$ cat config.mk
export PLATFORM = sky130hd
export DESIGN_NAME = elevator_call_controller_top
export DESIGN_NICKNAME = d
export VERILOG_FILES = /design/src/design/ecc_pkg.sv /design/src/design/ecc_hall_mem.sv /design/src/design/ecc_core.sv /design/src/design/elevator_call_controller_top.sv
export SDC_FILE = /design/constraint.sdc
export NUM_CORES = 1
export LEC_CHECK = 0
export ABC_CLOCK_PERIOD_IN_PS = 3200
export BUFFER_PORTS_ARGS = -buffer_cell sky130_fd_sc_hd__buf_2
export CELL_PAD_IN_SITES_DETAIL_PLACEMENT = 1
export CELL_PAD_IN_SITES_GLOBAL_PLACEMENT = 1
export CORE_MARGIN = 2
export CORE_UTILIZATION = 40
export CTS_CLUSTER_SIZE = 30
export DETAILED_ROUTE_END_ITERATION = 8
export MAX_ROUTING_LAYER = met4
export PLACE_DENSITY_LB_ADDON = 0.1
export SYNTH_ARGS = -nofsm -noshare
export SYNTH_HDL_FRONTEND = slang
export SYNTH_SLANG_ARGS = --single-unit
$ cat constraint.sdc
create_clock -name clock -period 3.2 [get_ports clock]
set_input_delay 0.32 -clock clock [delete_from_list [all_inputs] [get_ports clock]]
set_output_delay 0.32 -clock clock [all_outputs]
set_load 0.03 [all_outputs]
$ cat src/design/ecc_pkg.sv
`timescale 1ns / 1ps
// ----------------------------------------------------------------------------
// ecc_pkg
// Shared types and codes of the elevator call controller.
// ----------------------------------------------------------------------------
package ecc_pkg;

   localparam int CARS_DEF   = 1;
   localparam int FLOORS_DEF = 10;
   localparam int CAR_W      = 3;
   localparam int FLOOR_W    = 6;

   // event codes
   localparam logic [1:0] OP_POSITION  = 2'd0;
   localparam logic [1:0] OP_HALL_CALL = 2'd1;
   localparam logic [1:0] OP_CAR_CALL  = 2'd2;
   localparam logic [1:0] OP_DWELL     = 2'd3;

   // direction / command codes
   localparam logic [1:0] DIR_UP   = 2'd0;
   localparam logic [1:0] DIR_DOWN = 2'd1;
   localparam logic [1:0] DIR_STOP = 2'd2;

   typedef struct packed {
      logic [1:0]         opcode;
      logic [CAR_W-1:0]   car;
      logic [FLOOR_W-1:0] floor;
      logic [1:0]         direction;
   } req_type;

   typedef struct packed {
      logic [1:0]       command;
      logic [CAR_W-1:0] target_car;
   } rsp_type;

   // hall-call table write port: bit 0 up, bit 1 down
   typedef struct packed {
      logic               en;
      logic [FLOOR_W-1:0] addr;
      logic [1:0]         bits;
   } hall_wr_type;

endpackage

$ cat src/design/ecc_hall_mem.sv
`timescale 1ns / 1ps
// ----------------------------------------------------------------------------
// ecc_hall_mem
// Per-floor up/down hall-call table with registered read and per-entry
// valid bits so that entries read as zero until first written after reset.
// ----------------------------------------------------------------------------
module ecc_hall_mem #(
   parameter int FLOORS = ecc_pkg::FLOORS_DEF
) (
   input  logic                        clock,
   input  logic                        reset,
   input  logic                        rd_en,
   input  logic [ecc_pkg::FLOOR_W-1:0] rd_addr,
   output logic [1:0]                  rd_bits,
   input  ecc_pkg::hall_wr_type        hall_wr
);
   import ecc_pkg::*;

   localparam int IDX_W = $clog2(FLOORS);

   logic [1:0]        mem [FLOORS];
   logic [FLOORS-1:0] valid_ff;
   logic [1:0]        rd_q_ff;
   logic              rd_vld_ff;

   always_ff @(posedge clock) begin
      if (hall_wr.en) begin
         mem[hall_wr.addr[IDX_W-1:0]] <= hall_wr.bits;
      end
      if (rd_en) begin
         rd_q_ff <= mem[rd_addr[IDX_W-1:0]];
      end
   end

   always_ff @(posedge clock) begin
      if (reset) begin
         valid_ff  <= '0;
         rd_vld_ff <= 1'b0;
      end else begin
         if (hall_wr.en) begin
            valid_ff[hall_wr.addr[IDX_W-1:0]] <= 1'b1;
         end
         if (rd_en) begin
            rd_vld_ff <= valid_ff[rd_addr[IDX_W-1:0]];
         end
      end
   end

   assign rd_bits = rd_q_ff & {2{rd_vld_ff}};

endmodule

$ cat src/design/ecc_core.sv
`timescale 1ns / 1ps
// ----------------------------------------------------------------------------
// ecc_core
// Car state registers, stop / dispatch / resume decision and result register.
// ----------------------------------------------------------------------------
module ecc_core #(
   parameter int CARS   = ecc_pkg::CARS_DEF,
   parameter int FLOORS = ecc_pkg::FLOORS_DEF
) (
   input  logic                 clock,
   input  logic                 reset,
   input  logic                 item_vld,
   input  ecc_pkg::req_type     item,
   input  logic [1:0]           hall_rd,
   output ecc_pkg::hall_wr_type hall_wr,
   output logic                 rsp_strobe,
   output ecc_pkg::rsp_type     rsp
);
   import ecc_pkg::*;

   localparam int CAR_IDX_W = (CARS > 1) ? $clog2(CARS) : 1;
   localparam int FL_IDX_W  = $clog2(FLOORS);
   localparam logic [CAR_W:0]   CAR_LIM   = (CAR_W+1)'(CARS);
   localparam logic [FLOOR_W:0] FLOOR_LIM = (FLOOR_W+1)'(FLOORS);

   logic [FLOORS-1:0]  car_call_ff [CARS];
   logic [FLOORS-1:0]  car_call_in [CARS];
   logic [FLOOR_W-1:0] position_ff [CARS];
   logic [FLOOR_W-1:0] position_in [CARS];
   logic [1:0]         heading_ff  [CARS];
   logic [1:0]         heading_in  [CARS];
   logic [CARS-1:0]    resume_ff;
   logic [CARS-1:0]    resume_in;

   // last hall-table write, forwarded over the registered table read
   logic               fwd_vld_ff;
   logic [FLOOR_W-1:0] fwd_floor_ff;
   logic [1:0]         fwd_bits_ff;

   logic    rsp_strobe_ff, rsp_strobe_in;
   rsp_type rsp_ff, rsp_in;

   logic                 car_ok, floor_ok;
   logic [CAR_IDX_W-1:0] ci;
   logic [FL_IDX_W-1:0]  fi;
   logic [1:0]           dir_eff;
   logic                 same_sel;
   logic [1:0]           hall_cur;
   logic [FLOORS-1:0]    row;
   logic [FLOORS-1:0]    fmask;
   logic                 row_zero, call_hit, same_bit, other_bit, stop;
   logic                 idle_found;
   logic [CAR_W-1:0]     idle_idx;
   logic [FLOOR_W-1:0]   idle_pos;

   always_comb begin
      car_ok    = {1'b0, item.car} < CAR_LIM;
      floor_ok  = {1'b0, item.floor} < FLOOR_LIM;
      ci        = item.car[CAR_IDX_W-1:0];
      fi        = item.floor[FL_IDX_W-1:0];
      dir_eff   = (item.direction == DIR_UP || item.direction == DIR_DOWN) ?
                  item.direction : DIR_STOP;
      same_sel  = (dir_eff != DIR_UP);
      hall_cur  = (fwd_vld_ff && fwd_floor_ff == item.floor) ? fwd_bits_ff : hall_rd;
      row       = car_call_ff[ci];
      fmask     = FLOORS'(1) << fi;
      row_zero  = (row == '0);
      call_hit  = |(row & fmask);
      same_bit  = hall_cur[same_sel];
      other_bit = hall_cur[~same_sel];
      stop      = call_hit || same_bit || (other_bit && row_zero);

      // lowest-index idle car
      idle_found = 1'b0;
      idle_idx   = '0;
      idle_pos   = '0;
      for (int k = 0; k < CARS; k++) begin
         if (!idle_found && heading_ff[k] == DIR_STOP) begin
            idle_found = 1'b1;
            idle_idx   = CAR_W'(k);
            idle_pos   = position_ff[k];
         end
      end

      car_call_in   = car_call_ff;
      position_in   = position_ff;
      heading_in    = heading_ff;
      resume_in     = resume_ff;
      hall_wr       = '0;
      rsp_strobe_in = 1'b0;
      rsp_in        = rsp_ff;

      if (item_vld) begin
         case (item.opcode)
            OP_POSITION: begin
               if (car_ok && floor_ok) begin
                  position_in[ci] = item.floor;
                  heading_in[ci]  = dir_eff;
                  if (stop) begin
                     car_call_in[ci]   = row & ~fmask;
                     hall_wr.en        = 1'b1;
                     hall_wr.addr      = item.floor;
                     hall_wr.bits      = hall_cur & ~(2'b01 << same_sel);
                     resume_in[ci]     = same_sel;
                     rsp_strobe_in     = 1'b1;
                     rsp_in.command    = DIR_STOP;
                     rsp_in.target_car = item.car;
                  end
               end
            end
            OP_HALL_CALL: begin
               if (floor_ok) begin
                  hall_wr.en   = 1'b1;
                  hall_wr.addr = item.floor;
                  hall_wr.bits = hall_cur | (2'b01 << same_sel);
                  if (idle_found) begin
                     rsp_strobe_in     = 1'b1;
                     rsp_in.command    = (idle_pos < item.floor) ? DIR_UP : DIR_DOWN;
                     rsp_in.target_car = idle_idx;
                  end
               end
            end
            OP_CAR_CALL: begin
               if (car_ok && floor_ok) begin
                  car_call_in[ci] = row | fmask;
               end
            end
            OP_DWELL: begin
               if (car_ok && !row_zero) begin
                  rsp_strobe_in     = 1'b1;
                  rsp_in.command    = resume_ff[ci] ? DIR_DOWN : DIR_UP;
                  rsp_in.target_car = item.car;
               end
            end
            default: begin
            end
         endcase
      end
   end

   always_ff @(posedge clock) begin
      if (reset) begin
         for (int k = 0; k < CARS; k++) begin
            car_call_ff[k] <= '0;
            position_ff[k] <= '0;
            heading_ff[k]  <= DIR_STOP;
         end
         resume_ff     <= '0;
         fwd_vld_ff    <= 1'b0;
         rsp_strobe_ff <= 1'b0;
      end else begin
         car_call_ff   <= car_call_in;
         position_ff   <= position_in;
         heading_ff    <= heading_in;
         resume_ff     <= resume_in;
         fwd_vld_ff    <= hall_wr.en;
         rsp_strobe_ff <= rsp_strobe_in;
      end
   end

   always_ff @(posedge clock) begin
      fwd_floor_ff <= hall_wr.addr;
      fwd_bits_ff  <= hall_wr.bits;
      rsp_ff       <= rsp_in;
   end

   assign rsp_strobe = rsp_strobe_ff;
   assign rsp        = rsp_ff;

`ifndef NO_ASSERTIONS
   a_rsp_has_item: assert property (@(posedge clock) disable iff (reset)
      rsp_strobe_ff |-> $past(item_vld))
      else $error("result without an item in the decision stage");

   a_report_stops: assert property (@(posedge clock) disable iff (reset)
      item_vld && item.opcode == OP_POSITION |=> !rsp_strobe_ff || rsp_ff.command == DIR_STOP)
      else $error("position report produced a non-stop command");

   a_dispatch_moves: assert property (@(posedge clock) disable iff (reset)
      item_vld && item.opcode == OP_HALL_CALL |=> !rsp_strobe_ff || rsp_ff.command != DIR_STOP)
      else $error("hall call dispatch produced a stop command");

   a_car_call_silent: assert property (@(posedge clock) disable iff (reset)
      item_vld && item.opcode == OP_CAR_CALL |=> !rsp_strobe_ff)
      else $error("car call produced a result");

   a_target_range: assert property (@(posedge clock) disable iff (reset)
      rsp_strobe_ff |-> ({1'b0, rsp_ff.target_car} < CAR_LIM))
      else $error("command sent to a car that does not exist");
`endif

endmodule

$ cat src/design/elevator_call_controller_top.sv
`timescale 1ns / 1ps
// ----------------------------------------------------------------------------
// elevator_call_controller_top
// Call bookkeeping and stop / dispatch / resume decisions for a car bank.
// ----------------------------------------------------------------------------
// One event is taken on every clock (busy is high only while reset is held).
// The event is registered and its hall-call table entry read on the
// transferring edge; the decision and all state updates happen in the next
// cycle. A result, when there is one, is registered at the end of that
// cycle and shows on rsp_data with rsp_strobe high for one cycle.
// rsp_strobe cannot be held off: the receiver must take each result in
// the cycle it appears.
// ----------------------------------------------------------------------------
module elevator_call_controller_top #(
   parameter int CARS   = ecc_pkg::CARS_DEF,
   parameter int FLOORS = ecc_pkg::FLOORS_DEF
) (
   input  logic             clock,
   input  logic             reset,
   input  logic             start,
   output logic             busy,
   input  ecc_pkg::req_type req_data,
   output logic             rsp_strobe,
   output ecc_pkg::rsp_type rsp_data
);
   import ecc_pkg::*;

   localparam logic [FLOOR_W:0] FLOOR_LIM = (FLOOR_W+1)'(FLOORS);

   logic        accept;
   logic        rd_en;
   req_type     item_ff;
   logic        item_vld_ff;
   logic [1:0]  hall_rd;
   hall_wr_type hall_wr;

   assign busy   = reset;
   assign accept = start && !busy;
   assign rd_en  = accept && ({1'b0, req_data.floor} < FLOOR_LIM);

   always_ff @(posedge clock) begin
      if (reset) begin
         item_vld_ff <= 1'b0;
      end else begin
         item_vld_ff <= accept;
      end
   end

   always_ff @(posedge clock) begin
      if (accept) begin
         item_ff <= req_data;
      end
   end

   ecc_hall_mem #(
      .FLOORS (FLOORS)
   ) u_hall_mem (
      .clock   (clock),
      .reset   (reset),
      .rd_en   (rd_en),
      .rd_addr (req_data.floor),
      .rd_bits (hall_rd),
      .hall_wr (hall_wr)
   );

   ecc_core #(
      .CARS   (CARS),
      .FLOORS (FLOORS)
   ) u_core (
      .clock      (clock),
      .reset      (reset),
      .item_vld   (item_vld_ff),
      .item       (item_ff),
      .hall_rd    (hall_rd),
      .hall_wr    (hall_wr),
      .rsp_strobe (rsp_strobe),
      .rsp        (rsp_data)
   );

endmodule
Word level (Yosys, flattened, before mapping)
Memory sizes are Yosys's and may differ from the RTL's. A register that Yosys moved wholly into a read port is not among the register bits.
Cells that the tools add are included.
{"block": "classes", "bitwise": 11, "eq_ne": 12, "n_mux": 48, "shifts": 2, "reduce_logical": 25, "n_lt_le_gt_ge": 11}
{"operator": "$mux 10", "n": 5}
{"operator": "$mux 9", "n": 4}
{"operator": "$mux 5", "n": 5}
{"operator": "$and 10x10->10", "n": 2}
{"operator": "$bwmux 10", "n": 2}
{"operator": "$or 10x10->10", "n": 2}
{"operator": "$pmux 10 s2", "n": 1}
{"operator": "$mux 1", "n": 18}
{"operator": "$pmux 9 s2", "n": 1}
{"operator": "$pmux 5 s3", "n": 1}
{"operator": "$lt 6x4->1 const B", "n": 2}
{"operator": "$mux 6", "n": 2}
{"operator": "$ne 2x1->1 const B", "n": 6}
{"operator": "$logic_not 10->1", "n": 1}
{"operator": "$lt 4x5->1 const B", "n": 2}
{"operator": "$not 10->10", "n": 1}
{"operator": "$reduce_or 10->1", "n": 1}
{"operator": "$shl 1x4->10 const A", "n": 1}
{"operator": "$logic_and 1x1->1", "n": 8}
{"operator": "$reduce_and 7->1", "n": 1}
{"operator": "$bwmux 6", "n": 1}
{"operator": "$eq 2x2->1 const B", "n": 3}
{"operator": "$eq 6x6->1", "n": 1}
{"operator": "$lt 6x6->1", "n": 1}
{"operator": "other kinds (26)", "n": 37}
{"block": "totals", "ramBits": 20, "in_bits": 16, "mem_count": 1, "output_inout_bits": 7, "ff_bits": 59, "wordCells": 128}
{"name": "u_hall_mem.mem", "depth": 10, "word_bits": 2, "rd": 1, "rd_clocked_by_memory_dff": 1, "write_ports": 1, "line_no": "ecc_hall_mem.sv:21", "text": "logic [1:0] mem [FLOORS];"}

Depth between registers and ports, before layout
Gate-level depths: netlist of the first run.
{"block": "depth", "depth_word": 18, "depth_mapped": 10, "ltp_nobuf": 9}

Hierarchy
A second synthesis of the first run with hierarchy kept.
{"block": "unflattened", "hier_cells": 336, "hier_area_um2": 3784.9}
{"module": "ecc_core", "area_per_inst_um2": 1919.3, "n_inst": 1, "cells_per_inst": 211}
{"module": "ecc_hall_mem", "area_per_inst_um2": 1412.6, "n_inst": 1, "cells_per_inst": 105}
{"module": "elevator_call_controller_top", "area_per_inst_um2": 452.9, "n_inst": 1, "cells_per_inst": 20}

Least setup slack after synthesis of the first run
Ideal clock, no wire load.
{"block": "synth_timing", "path_kind": "register to register", "startpoint": "register item_ff[4] (netlist name)", "endpoint": "memory u_hall_mem.mem[0][1], data pin", "setup_ns": 0.278, "path_buffers": 2, "slack_ns": 0.609, "path_stages_with_launch": 10, "arrival_ns": 2.313, "cell_sequence": "edfxtp_1 -> buf_2 -> xnor2_1 -> nand3_2 -> nor2_2 -> mux4_2 -> or2_1 -> a31oi_4 -> buf_6 -> nor2_1"}
{"element": "start: declaration", "line_no": "elevator_call_controller_top.sv:32", "text": "req_type item_ff;"}
{"element": "start signal: assignment", "line_no": "elevator_call_controller_top.sv:51", "text": "item_ff <= req_data;"}
{"element": "end: declaration", "line_no": "ecc_hall_mem.sv:21"}

Worst setup path in the final report of the first run
{"block": "layout_timing", "startpoint": "register item_ff[3] (netlist name)", "endpoint": "memory u_hall_mem.mem[5][1], enable pin"}
{"block": "layout_between", "elab_chain_len": 13, "elab_cells_between_ends": 22}
{"element": "$eq 6x6->1", "line_no": "ecc_core.sv:64", "text": "hall_cur = (fwd_vld_ff && fwd_floor_ff == item.floor) ? fwd_bits_ff : hall_rd;"}
{"element": "$logic_and 1x1->1", "line_no": "ecc_core.sv:64"}
{"element": "$mux 2", "line_no": "ecc_core.sv:64"}
{"element": "$mux 1 (on tied branches) (2 in a row)", "line_no": "ecc_core.sv:69, ecc_core.sv:70"}
{"element": "$logic_or 1x1->1 or $logic_and 1x1->1 (tied branches)", "line_no": "ecc_core.sv:71", "text": "stop = call_hit || same_bit || (other_bit && row_zero);"}
{"element": "$logic_or 1x1->1", "line_no": "ecc_core.sv:71"}
{"element": "$mux 9", "line_no": "ecc_core.sv:99", "text": "if (stop) begin"}
{"element": "$mux 9", "line_no": "ecc_core.sv:96", "text": "if (car_ok && floor_ok) begin"}
{"element": "$pmux 9 s2 (*)", "line_no": "ecc_core.sv:94", "text": "case (item.opcode)"}
{"element": "$mux 9 (*)", "line_no": "ecc_core.sv:93", "text": "if (item_vld) begin"}
{"element": "$mux 1", "line_no": "ecc_hall_mem.sv:27", "text": "if (hall_wr.en) begin"}
{"element": "$mux 1 (implied by the code)", "line_no": "ecc_hall_mem.sv:28", "text": "mem[hall_wr.addr[IDX_W-1:0]] <= hall_wr.bits;"}
Mark *: on every way between the ends. The rest lies on a longest branch, timed or not. The select of a mux whose other input is x is not followed.

==> flow_metrics.tcl, run 1 <==
set metrics [dict create \
    dieArea_um2 9870 \
    synth.most_common_cell "dfxtp_1" \
    mappedNetlistArea_um2 3640 \
    period_share_pct 87.0 \
    crit_path_max_fanout 24 \
    synth_cells 323 \
    preCtsSetupSlack_ns 0.421 \
    area_delta_synth_final_pct 11.9 \
    cts_made_buffers 9 \
    status "completed" \
    synth_xor_area_share_pct 1.44 \
    drv_slew 0 \
    finClkSkew_ns 0.0103 \
    port_buffers 22 \
    start_util_pct 41.5 \
    grt_pass1_vias 2563 \
    seqCellArea_um2 2020 \
    power.total_mw 2.00 \
    coreArea_um2 8760 \
    ys_top_cells_by_area "edfxtp_1 (33%), dfxtp_1 (23%), mux4_2 (5.0%)" \
    postSynthAreaPerCell_um2 11.3 \
    ys_async_sr_fraction_pct 0 \
    die_w_um 99.4 \
    synth-simple-area-share_pct 16.5 \
    grt_pass1_wl_um 14400 \
    firstDrtPassIters 4 \
    maxCapViolations 0 \
    hold_ws_ns 0.137 \
    route.detailed.drc 0 \
    ys_ff_latch 81 \
    grt_use_total_pct 19.8 \
    timing_worst_setup_path_type "reg -> reg" \
    vias_per_cell 5.46 \
    die_h_um 99.4 \
    grt_max_degree 25 \
    num_vias 2513 \
    setup_viol 0 \
    root_buffer "clkbuf_8" \
    crit_arrival_ns 2.89 \
    rsz0062_at_grt "no" \
    ir_drop_mv 0.194 \
    fill_cells 982 \
    cts.hold.buffers_added 0 \
    yosysTopAreaCellShare_pct 33.0 \
    cts_buffer_depth 2 \
    fmax_mhz 359 \
    drt_iter0_markers 101 \
    ant_nets 0 \
    antenna_cells 0 \
    synth-compound-area-share_pct 11.6 \
    post_cts_buffers 0 \
    cts_resized 0 \
    cts_tree "done" \
    muxShareOfSynthArea_pct 9.39 \
    clk_latency_ns 0.35 \
    yosys.area_share.adder_pct 1.72 \
    critPathRequiredTime_ns 3.30 \
    synth_edf_count 40 \
    htree_levels 3 \
    drive_gt1_share_pct 18.2 \
    antenna_found_initial 0 \
    routabilityCongestion 0.791 \
    synth-main-ff-cell "dfxtp_1" \
    ios 23 \
    grt_overflow 0 \
    yosys.area.top_type "edfxtp_1" \
    min_path_type "in -> reg" \
    power.density_nw_per_um2 491 \
    synthTopCellsByCount "dfxtp_1 (41), edfxtp_1 (40), nand2_1 (34)" \
    hold_viol_final 0 \
    synth_cell_types 49 \
    clk_pin_slew_worst_paths_ns 0.09 \
    multi_input_area_um2 1490 \
    synth_top_family_by_area "simple AND/OR/NAND/NOR gates" \
    hpwlAfterDp_um 6460 \
    end_kind "register" \
    clock_sinks 81 \
    leakagePower_nw 1.35 \
    fin_ws_ns 0.416 \
    ys.warnings.count 0 \
    cp-start-kind "register" \
    timing.slew.headroom_pct 53.5 \
    final_nets 368 \
    rrSetupSlack_ns 0.42 \
    rows 34 \
    avgRoutedWirePerCell_um 19.1 \
    period_minus_slack_ns 2.78 \
    tightest_slew_ns 0.696 \
    tns_ns 0 \
    drt-total-wl_um 8770 \
    seq_area_frac_synth_pct 55.6 \
]
-- cell type report --
type	count	area share [%]
Sequential cell	81	49.7
Timing Repair Buffer	31	4.67
Multi-Input combinational cell	215	36.5
Clock inverter	7	1.94
Tap cell	108	3.32
Clock buffer	9	3.04
Inverter	9	0.830
-- report_power, final --
| part | internal [mW] | total, mW | switching, mW | leakage (nW) |
|---|---|---|---|---|
| sequential | 1.10 | 1.12 | 0.0171 | 0.655 |
| clock | 0.368 | 0.765 | 0.397 | 0.0977 |
| combinational | 0.0390 | 0.117 | 0.0779 | 0.598 |
| total | 1.51 | 2.00 | 0.492 | 1.35 |
-- cells by family after synthesis --
logic type,count (synthesis)
flops,81
compound gates,54
xor+xnor,6
mux,24
fa+ha+maj,5
buf+inv,28
other cells,1
simple gates,124
-- registers in the layout, summed over array words and instances, names as in the netlist --
name and count:
u_hall_mem.rd_q_ff 2, u_core.rsp 5, item_ff 13, u_core.rsp_strobe 1, u_core.fwd_bits_ff 2, u_hall_mem.mem 20
u_hall_mem.rd_vld_ff 1, item_vld_ff 1, u_core.fwd_vld_ff 1, u_core.car_call_ff 10, u_core.position_ff 6, u_core.resume_ff 1
u_core.heading_ff 2, u_hall_mem.valid_ff 10, u_core.fwd_floor_ff 6
-- critical path, stage by stage (launching register included) --
cell and delay [ns]:
edfxtp_1 0.58, xnor2_1 0.26, nand3_2 0.12, nor2_2 0.23
mux4_2 0.56, or2_1 0.26, a31oi_4 0.24, buf_12 0.20
nor3_1 0.10
-- worst paths after layout --
kind | endpoint | start | cells past startpoint
max | u_hall_mem.mem[5][1] | item_ff[3] | 8
min | item_ff[12] | req_data[12] | 1
max reg2reg | u_hall_mem.mem[5][1] | item_ff[3] | 8
min reg2reg | u_core.position_ff[1] | u_core.position_ff[1] | 2
-- per-layer routing --
layer | GRT usage [%] | vias to the layer above | routed length (um)
met3 | 3.02 | 9 | 293
li1 | - | 1223 | -
met1 | 28.4 | 1245 | 4460
met5 | - | - | 0
met2 | 28.8 | 36 | 3890
met4 | 6.43 | 0 | 123
-- metrics by stage --
stage | util, % | area, um^2 | std cells
after global placement | 44.1 | 3870 | 444
final | 46.4 | 4070 | 460
after CTS | 46.4 | 4070 | 460
after detailed placement | 44.1 | 3870 | 444
after floorplan | - | 3640 | 324
after global routing | 46.4 | 4070 | 460
-- cells in the final DEF, fill, tap and decap left out, types with 2 or more instances in the layout --
cell type   instances
clkbuf_8            9
o41ai_1             2
o31ai_1             7
mux4_2              8
a21oi_1             9
a211oi_1            5
and2_1             11
o21a_1              4
buf_2              22
o2bb2ai_1           6
ha_1                5
buf_4               8
xnor2_1             6
nor2b_1             7
conb_1              2
nand4_1             2
nand3_1            10
clkinvlp_4          2
o211ai_1            6
and3_1              5
inv_1               8
mux2i_1            15
nor3_1             10
nand3b_1            3
dfxtp_1            41
edfxtp_1           40
nor2_1             30
nand2_1            34
nor4_1              3
o21ai_0             5
or2_2               3
No activity file was read; power rests on OpenSTA's default activity.
==> run 2, diff against run 1 <==
CTS_BUF_LIST = sky130_fd_sc_hd__clkbuf_16   (was default)
==> flow_metrics.tcl, run 2 (synthesized netlist as in run 1, its figures left out) <==
set metrics [dict create \
    status "completed" \
    worstHoldEndpoint "item_ff[10]" \
    fill_cells 967 \
    ir_drop_mv 0.271 \
    seqCellArea_um2 2020 \
    grt_use_total_pct 19.7 \
    layout_commonest_cell "dfxtp_1" \
    met1Wirelength_um 4480 \
    layout_common_cells "dfxtp_1 (41), edfxtp_1 (40), nand2_1 (34)" \
    wl_met2_um 3960 \
    grt_max_degree 25 \
    start_util_pct 41.5 \
    post_cts_buffers 0 \
    p_int_mw 1.75 \
    r2r.worst_path.cells 8 \
    coreArea_um2 8760 \
    min_path_type "in -> reg" \
    rsz0062_at_grt "no" \
    power.density_nw_per_um2 543 \
    period_minus_slack_ns 2.79 \
    grt_pass1_wl_um 14400 \
    drt_iter0_markers 95 \
    routabilityCongestion 0.791 \
    p_clk_share_pct 45.6 \
    firstDrtPassIters 4 \
    grt_pass1_vias 2554 \
    cts_buffer_depth 2 \
    rrSetupSlack_ns 0.41 \
    cts.hold.buffers_added 0 \
    critical_path.slowest_cell "edfxtp_1" \
    area_delta_synth_final_pct 14.7 \
    period_share_pct 87.1 \
    swShare_pct 22.8 \
    cp-startpoint "item_ff[3]" \
    cts_made_buffers 9 \
    cp-start-kind "register" \
    root_buffer "clkbuf_16" \
    cts_resized 0 \
    clock_sinks 81 \
    drive_gt1_share_pct 18.2 \
    multi_input_area_um2 1490 \
    ios 23 \
    cpPeakStageDelay_ns 0.57 \
    antenna_cells 0 \
    grt_overflow 0 \
    dr_wl_met3_um 253 \
    maxCapViolations 0 \
    top_layer "met4" \
    finClkSkew_ns 0.00678 \
    pwr-share-comb_pct 5.2 \
    power.total_mw 2.27 \
    critical_path.cell_chain "xnor2_1 -> nand3_2 -> nor2_2 -> mux4_2 -> or2_1 -> a31oi_4 -> buf_12 -> nor3_1" \
    cts_tree "done" \
    clk_latency_ns 0.33 \
    timing_worst_setup_path_type "reg -> reg" \
    hold_viol_final 0 \
    die_w_um 99.4 \
    leakagePower_nw 1.40 \
    num_vias 2520 \
    drv_slew 0 \
    port_buffers 22 \
    tightest_slew_ns 0.699 \
    setup_viol 0 \
    p_seq_share_pct 49.3 \
    clk_pin_slew_worst_paths_ns 0.06 \
    crit_path_max_fanout 24 \
    antenna_found_initial 0 \
    ant_nets 0 \
    htree_levels 3 \
    route.detailed.drc 0 \
    end_kind "register" \
    timing.slew.headroom_pct 53.2 \
    critPathRequiredTime_ns 3.28 \
    crit_arrival_ns 2.86 \
    p_switching_uw 516 \
    final_nets 368 \
    r2r_start "item_ff[3]" \
    hp-start "req_data[10]" \
    rows 34 \
    drt-total-wl_um 8760 \
    fmax_mhz 359 \
    tns_ns 0 \
    vias_per_cell 5.48 \
    hpwlAfterDp_um 6460 \
    avgRoutedWirePerCell_um 19.1 \
    r2r_end "u_hall_mem.mem[5][1]" \
    die_h_um 99.4 \
    largest_register_ffs 20 \
    dieArea_um2 9870 \
    hold_depth 1 \
]
[run 2: changes by cell type in the layout (fill, tap and decap cells not counted)]
cell	change
clkbuf_16	+9
clkbuf_8	-9
[run 2: area by class of cell]
cell class | instances | share of cell area (%)
clock inverters | 7 | 1.89
repair buffers | 31 | 4.56
well taps | 108 | 3.24
clock buffers | 9 | 5.40
inverters | 9 | 0.810
multi-input cells | 215 | 35.6
flip-flops and latches | 81 | 48.5
[run 2: worst max-delay path, delay by kind of cell (launching register included)]
family	cells	cell delay, ns
buffers and inverters	1	0.20
DFF	1	0.57
muxes	1	0.56
AOI/OAI and AO/OA	1	0.24
xor gates and xnor gates	1	0.26
and+or+nand+nor	4	0.70
[run 2: worst max-delay path by stage]
| stage | endpoint | cells after the start |
|---|---|---|
| after global routing | u_core.rsp[2] | 7 |
| after CTS | u_hall_mem.mem[7][0] | 8 |
| after global placement | u_hall_mem.mem[5][1] | 8 |
| after detailed placement | u_hall_mem.mem[7][1] | 8 |
| final | u_hall_mem.mem[5][1] | 8 |
| after floorplan | u_hall_mem.mem[0][1] | 9 |
[run 2: routing by layer]
| metal | track usage (%) | up-vias |
|---|---|---|
| met5 | - | - |
| met3 | 3.02 | 7 |
| met1 | 28.5 | 1259 |
| li1 | - | 1222 |
| met2 | 28.7 | 32 |
| met4 | 6.11 | 0 |
[run 2: through the flow]
| stage | utilization, % | hold WS [ns] | area, um^2 | instances | setup slack (ns) |
|---|---|---|---|---|---|
| after global placement | 44.1 | 0.430 | 3870 | 444 | 0.489 |
| final | 47.6 | 0.164 | 4170 | 460 | 0.413 |
| after global routing | 47.6 | 0.147 | 4170 | 460 | 0.203 |
| after CTS | 47.6 | 0.149 | 4170 | 460 | 0.413 |
| after detailed placement | 44.1 | 0.437 | 3870 | 444 | 0.421 |
| after floorplan | - | 0.414 | 3640 | 324 | 0.609 |
[run 2: power groups by stage]
| stage | Clock (mW) | Sequential [mW] | Combinational (mW) |
|---|---|---|---|
| finish | 1.03 | 1.12 | 0.117 |
| CTS | 1.06 | 1.12 | 0.118 |
| global placement | 0 | 1.14 | 0.117 |
| detailed placement | 0 | 1.14 | 0.117 |
| floorplan | 0 | 1.13 | 0.0788 |
| global route | 1.11 | 1.12 | 0.130 |
